## config.mk

```make
export PLATFORM = sky130hd
export DESIGN_NAME = ffea_ctrl
export DESIGN_NICKNAME = d
export VERILOG_FILES = /design/src/hw/rtl/ffea_pkg.sv /design/src/hw/rtl/ffea_ctrl.sv
export SDC_FILE = /design/constraint.sdc
export NUM_CORES = 1
export LEC_CHECK = 0
export BUFFER_PORTS_ARGS = -buffer_cell sky130_fd_sc_hd__buf_2
export CORE_AREA = 2 2 39 41
export CTS_BUF_LIST = sky130_fd_sc_hd__clkbuf_16
export DETAILED_ROUTE_END_ITERATION = 12
export DIE_AREA = 0 0 41 43
export HOLD_SLACK_MARGIN = 0.06
export PLACE_DENSITY_LB_ADDON = 0.1
export SLEW_MARGIN = 20
export SYNTH_ARGS = -nofsm -noshare
export SYNTH_HDL_FRONTEND = slang
export SYNTH_SLANG_ARGS = --single-unit
export TNS_END_PERCENT = 50
```

## constraint.sdc

```tcl
create_clock -name clk -period 3.9 [get_ports clk]
set_input_delay 0.195 -clock clk [delete_from_list [all_inputs] [get_ports clk]]
set_output_delay 0.195 -clock clk [all_outputs]
set_load 0.01 [all_outputs]
```

## src/hw/rtl/ffea_pkg.sv

```systemverilog
// Shared types and constants for the first-fit extent allocator.
package ffea_pkg;

    localparam int TABLE_DEPTH = 64;
    localparam int IDX_W       = (TABLE_DEPTH > 1) ? $clog2(TABLE_DEPTH) : 1;
    localparam int CNT_W       = $clog2(TABLE_DEPTH + 1);

    localparam int OFF_W  = 48;
    localparam int LEN_W  = 33;
    localparam int REQ_W  = 32;
    localparam int DESC_W = 8;
    localparam int START_W = 16;
    localparam int ADDR_W = 3;
    localparam int DATA_W = 32;

    localparam logic [REQ_W-1:0]   MAX_PAYLOAD      = 32'h7FFF_FFFF;
    localparam logic [DESC_W-1:0]  DESC_RESET       = 8'd16;
    localparam logic [START_W-1:0] DATA_START_RESET = 16'd128;

    // register index (byte address / 4)
    localparam logic REG_DESC  = 1'b0;
    localparam logic REG_START = 1'b1;

    typedef enum logic [1:0] {
        CMD_ALLOC  = 2'd0,
        CMD_FREE   = 2'd1,
        CMD_REPORT = 2'd2
    } op_t;

    typedef enum logic [2:0] {
        ST_FROM_EXTENT = 3'd0,
        ST_APPENDED    = 3'd1,
        ST_TOO_LARGE   = 3'd2,
        ST_FREED       = 3'd3,
        ST_FULL        = 3'd4,
        ST_TOTAL       = 3'd5
    } status_t;

    typedef struct packed {
        logic [OFF_W-1:0] offset;
        logic [LEN_W-1:0] length;
    } extent_t;

    typedef struct packed {
        logic              desc_we;
        logic              start_we;
        logic [DATA_W-1:0] wdata;
    } cfg_wr_t;

    // controller -> datapath
    typedef struct packed {
        logic    latch;
        logic    rd_first;
        logic    rd_next;
        logic    rd_prev;
        logic    rd_last;
        logic    wr_split;
        logic    wr_up;
        logic    wr_dn;
        logic    wr_front;
        logic    cnt_inc;
        logic    cnt_dec;
        logic    append;
        logic    take_hit;
        logic    sum_clr;
        logic    sum_add;
        logic    res_load;
        status_t res_status;
    } dp_cmd_t;

    // datapath -> controller
    typedef struct packed {
        op_t  op;
        logic too_large;
        logic count_zero;
        logic count_full;
        logic hit;
        logic exact;
        logic last;
        logic ptr_zero;
        logic out_free;
    } dp_stat_t;

endpackage

```

## src/hw/rtl/ffea_ctrl.sv

```systemverilog
// Sequencer for allocate, free and report transactions.
module ffea_ctrl (
    input  logic               clk,
    input  logic               rst_n,
    input  logic               in_fire,
    output logic               in_ready,
    input  ffea_pkg::dp_stat_t stat,
    output ffea_pkg::dp_cmd_t  cmd
);
    import ffea_pkg::*;

    typedef enum logic [2:0] {
        S_IDLE,
        S_DECODE,
        S_SCAN,
        S_MOVE_UP,
        S_MOVE_DN,
        S_FRONT,
        S_SUM,
        S_RESULT
    } state_t;

    state_t  state_reg, state_next;
    status_t res_reg, res_next;

    always_comb
    begin
        state_next = state_reg;
        res_next   = res_reg;
        cmd        = '0;
        unique case (state_reg)
            S_IDLE:
            begin
                if (in_fire)
                begin
                    cmd.latch  = 1'b1;
                    state_next = S_DECODE;
                end
            end
            S_DECODE:
            begin
                unique case (stat.op)
                    CMD_ALLOC:
                    begin
                        priority if (stat.too_large)
                        begin
                            res_next   = ST_TOO_LARGE;
                            state_next = S_RESULT;
                        end
                        else if (stat.count_zero)
                        begin
                            cmd.append = 1'b1;
                            res_next   = ST_APPENDED;
                            state_next = S_RESULT;
                        end
                        else
                        begin
                            cmd.rd_first = 1'b1;
                            state_next   = S_SCAN;
                        end
                    end
                    CMD_FREE:
                    begin
                        priority if (stat.count_full)
                        begin
                            res_next   = ST_FULL;
                            state_next = S_RESULT;
                        end
                        else if (stat.count_zero)
                        begin
                            state_next = S_FRONT;
                        end
                        else
                        begin
                            cmd.rd_last = 1'b1;
                            state_next  = S_MOVE_DN;
                        end
                    end
                    default:
                    begin
                        // report, and the unused code acts the same
                        cmd.sum_clr = 1'b1;
                        res_next    = ST_TOTAL;
                        if (stat.count_zero)
                        begin
                            state_next = S_RESULT;
                        end
                        else
                        begin
                            cmd.rd_first = 1'b1;
                            state_next   = S_SUM;
                        end
                    end
                endcase
            end
            S_SCAN:
            begin
                priority if (stat.hit)
                begin
                    cmd.take_hit = 1'b1;
                    res_next     = ST_FROM_EXTENT;
                    if (!stat.exact)
                    begin
                        cmd.wr_split = 1'b1;
                        state_next   = S_RESULT;
                    end
                    else if (stat.last)
                    begin
                        cmd.cnt_dec = 1'b1;
                        state_next  = S_RESULT;
                    end
                    else
                    begin
                        cmd.rd_next = 1'b1;
                        state_next  = S_MOVE_UP;
                    end
                end
                else if (stat.last)
                begin
                    cmd.append = 1'b1;
                    res_next   = ST_APPENDED;
                    state_next = S_RESULT;
                end
                else
                begin
                    cmd.rd_next = 1'b1;
                end
            end
            S_MOVE_UP:
            begin
                cmd.wr_up = 1'b1;
                if (stat.last)
                begin
                    cmd.cnt_dec = 1'b1;
                    state_next  = S_RESULT;
                end
                else
                begin
                    cmd.rd_next = 1'b1;
                end
            end
            S_MOVE_DN:
            begin
                cmd.wr_dn = 1'b1;
                if (stat.ptr_zero)
                begin
                    state_next = S_FRONT;
                end
                else
                begin
                    cmd.rd_prev = 1'b1;
                end
            end
            S_FRONT:
            begin
                cmd.wr_front = 1'b1;
                cmd.cnt_inc  = 1'b1;
                res_next     = ST_FREED;
                state_next   = S_RESULT;
            end
            S_SUM:
            begin
                cmd.sum_add = 1'b1;
                if (stat.last)
                begin
                    state_next = S_RESULT;
                end
                else
                begin
                    cmd.rd_next = 1'b1;
                end
            end
            S_RESULT:
            begin
                if (stat.out_free)
                begin
                    cmd.res_load   = 1'b1;
                    cmd.res_status = res_reg;
                    state_next     = S_IDLE;
                end
            end
            default:
            begin
                state_next = S_IDLE;
            end
        endcase
    end

    always_ff @(posedge clk or negedge rst_n)
    begin
        if (!rst_n)
        begin
            state_reg <= S_IDLE;
            res_reg   <= ST_FROM_EXTENT;
        end
        else
        begin
            state_reg <= state_next;
            res_reg   <= res_next;
        end
    end

    assign in_ready = (state_reg == S_IDLE);

endmodule

```

# Word level (Yosys, flattened, before mapping)
# Index checks and enable logic that the tools add are counted.
# op_classes
eq_ne	14
n_mux	58
reduce_logical	7
# ops
operator	n
two-way mux 3 bit	14
two-way mux 1 bit	32
one-hot mux 3 bit (7 select lines)	1
== test 3 bit, second input constant	4
one-hot mux 3 bit (2 select lines)	2
one-hot mux 3 bit (3 select lines)	1
two-way mux 4 bit	2
one-hot mux 1 bit (2 select lines)	4
== test 3 x 2 -> 1 bit, second input constant	2
inequality test 2 bit, second input constant	3
inequality test 3 bit, second input constant	2
two-way mux 2 bit	2
inequality test 4 bit, second input constant	1
AND reduction 4 bit	1
OR reduction 2 bit	2
== test 3 x 1 -> 1 bit, second input constant	1
zero test 3 bit	1
AND reduction 3 bit	1
nonzero test 3 bit	1
== test 2 x 1 -> 1 bit, second input constant	1
zero test 2 bit	1
# word_totals
ff_bits	6
input_bits	13
output_inout_bits	20
wordCells	81

# Logic depth before layout (Yosys ltp)
# logic_depth
ltp_word	4
mapped_depth	5

# Least setup slack after synthesis
# No wires, ideal clock.
# synth_timing
kind	register to output
startpoint	register state_reg[0]
endpoint	output cmd[0] in the netlist's numbering
arrival_time_ns	1.293
required_ns	3.705
setup_slack_ns	2.412
stages_incl_launch_ff	5
path_buffers	1
path_cell_list	dfrtp_1 > clkbuf_1 > nand3_1 > nor2_1 > and2_1
# synth_rtl
item	line	source
from (decl)	ffea_ctrl.sv:23	state_t state_reg, state_next;
from (signal assigned)	ffea_ctrl.sv:198	state_reg <= state_next;
to (decl)	ffea_ctrl.sv:8	output ffea_pkg::dp_cmd_t cmd

==> run summary <==
DRT Pass-1 Iters - 4
IR drop worst, VDD - 588 µV
CTS Sinks - 6
Final Skew - 0.00116 ns
post-detailed-route count of antenna-violating nets - 0
DIE WIDTH - 41 µm
Area Growth Syn to Fin - 41.6%
fraction of layout cells with a size suffix above 1 - 35.5%
Final HPWL DP - 1.13 mm
cell breakdown of the critical path - nand3_1 > nor2_1 > and2_1 > buf_2
final WL - 1.51 mm
Main synth FF type - dfrtp_1
Startpoint Class - flip-flop
Placer Congestion - 0.822
Die H - 43 µm
worst reg-to-reg path cell count - 4
maximum clock path buffer count - 2
GRT overflow - 0
Worst Hold Launch - stat[0]
largest area contributor in the netlist - dfrtp_1
flop-to-flop setup slack - 2.12 ns
RR Endpoint - res_reg[1]
RR Startpoint - state_reg[2]
Synth area leaders - dfrtp_1, nor2_1, mux2_1
Mapped Nets - 89
DRC - 0
Slew headroom - 67.7%
vias in the first global route - 564
count of pins over their slew limit - 0
Vias/cell - 5.34
Port Buf Inserts - 32
library cells used by synthesis - 30
Tightest Hold Check Type - in -> reg
Die ar. - 0.00176 mm²
Initial Utilization - 41.8%
Core Area - 0.00138 mm²
io pins - 33
clk root buf - clkbuf_16
CP required - 3.70 ns
CTS resizes - 0
element type at the critical path end - primary output
most common cell after layout, fill and taps aside - buf_2
latest clock arrival within the worst-skew pair - 0.23 ns
number of core rows - 14
CTS tree - yes
Ant. Diodes - 0
nets - 122
Tot Pwr - 0.566 mW
Yosys top cell area share - 26.0%
total of warnings raised by yosys - 0
largest stage delay on the critical path - 0.63 ns
most frequent cells in the layout - buf_2, nor2_1, a21oi_1, dfrtp_1
Syn Std Cell Area - 578 µm²
min Tclk post-route - 1.85 ns
initial antenna violation count - 0
max-cap viol count - 0
WL per Instance - 12.3 µm
Data arrival, critical path - 1.66 ns
Post-Syn Instances - 76
Synth Area per Inst - 7.61 µm²
Fmax - 540 MHz
status - completed
post-route clock period utilization - 47.5%
Critical-path top delay cell - dfrtp_1
RSZ-0062 raised after global routing - no
All-Layer GR Usage - 20.4%
Post-synth EDFFs - 0
Slew @ Worst Pin - 0.484 ns
pin count of the biggest net entering global routing - 19
vias post-DR - 657
sequential area share after synthesis - 26.0%
first-pass GRT wire length - 2.44 mm
1st-iter DRT viols - 15
CP Max Fanout - 18
Setup violations, final - 0
Worst Hold Path EP - state_reg[0]
CTS clk-pin slew, worst paths - 0.03 ns
Final TNS setup - 0 ns
kind of critical path - reg -> out
hold path cells - 2
TritonCTS Buffers - 3
Yosys reg bits - 6
worst path bufs/invs - 1
async set-reset flop share out of synthesis - 100%
static leakage - 0.421 nW
total number of H-tree levels - 1
final-report hold violation count - 0
CP delay by family, top - simple AND/OR/NAND/NOR gates
pwr/cell area - 692 mW/mm²
==> how the worst max path moves through the flow <==
| stage | start | end | slack [ns] | cells past startpoint |
|---|---|---|---|---|
| final | state_reg[2] | cmd[2] | 2.05 | 4 |
| after global routing | state_reg[1] | cmd[7] | 1.86 | 5 |
| after CTS | state_reg[2] | cmd[2] | 2.04 | 4 |
| after detailed placement | state_reg[2] | res_reg[2] | 2.16 | 4 |
| after global placement | state_reg[2] | res_reg[2] | 2.21 | 4 |
| after floorplan | state_reg[0] | cmd[0] | 2.41 | 4 |
==> cell type report <==
type | count | area (µm²)
multi-input cells | 61 | 388
well taps | 16 | 20.0
repair buffers | 33 | 170
inverters | 4 | 15.0
clock buffers | 3 | 75.1
fillers | 145 | 566
flip-flops and latches | 6 | 150
==> cells in the mapped netlist, types with 2 or more instances <==
library cell and n:
and2_1 4, inv_1 4, nand2b_1 2, o21ai_0 2, nor2b_1 4, buf_2 2
o22ai_1 2, mux2_1 3, a21oi_1 6, clkbuf_1 2, dfrtp_1 6, nor3_1 3
nor4_1 3, nor3b_1 4, nor2_1 12, nand2_1 3
==> layer usage <==
metal | global-route usage, % | part of all wire (%)
met1 | 26.5 | 46
met2 | 31.9 | 47
met3 | 5.24 | 6.5
met4 | 6.00 | 0.66
met5 | 0 | 0
==> cell families (layout without fill, tap and decap cells) <==
family / after synthesis / after routing / synth area share (%)
buf+inv: 9 / 40 / 6.93
flops: 6 / 6 / 26.0
compound gates: 17 / 17 / 20.6
mux: 5 / 5 / 9.52
simple gates: 39 / 39 / 37.0
==> power by group <==
group	internal [mW]	total (mW)	switching, mW
sequential	0.0904	0.148	0.0580
combinational	0.121	0.253	0.132
clock	0.131	0.165	0.0332
==> per-stage QoR <==
step	setup WS (ns)	hold WS [ns]	util (%)	cells	cell area [µm²]
after floorplan	2.41	-0.101	-	76	578
after global placement	2.21	0.0208	53.0	119	733
after detailed placement	2.16	0.0219	53.0	119	733
after CTS	2.04	0.206	59.1	123	818
after global routing	1.86	0.231	59.1	123	818
final	2.05	0.202	59.1	123	818
==> what timing repair did <==
item / in CTS / in global routing
buffers inserted: 0 / 0
hold buffers: 1 / 0
endpoints found under the hold margin: 6 / 0
Power figures use the tool's default switching activity.
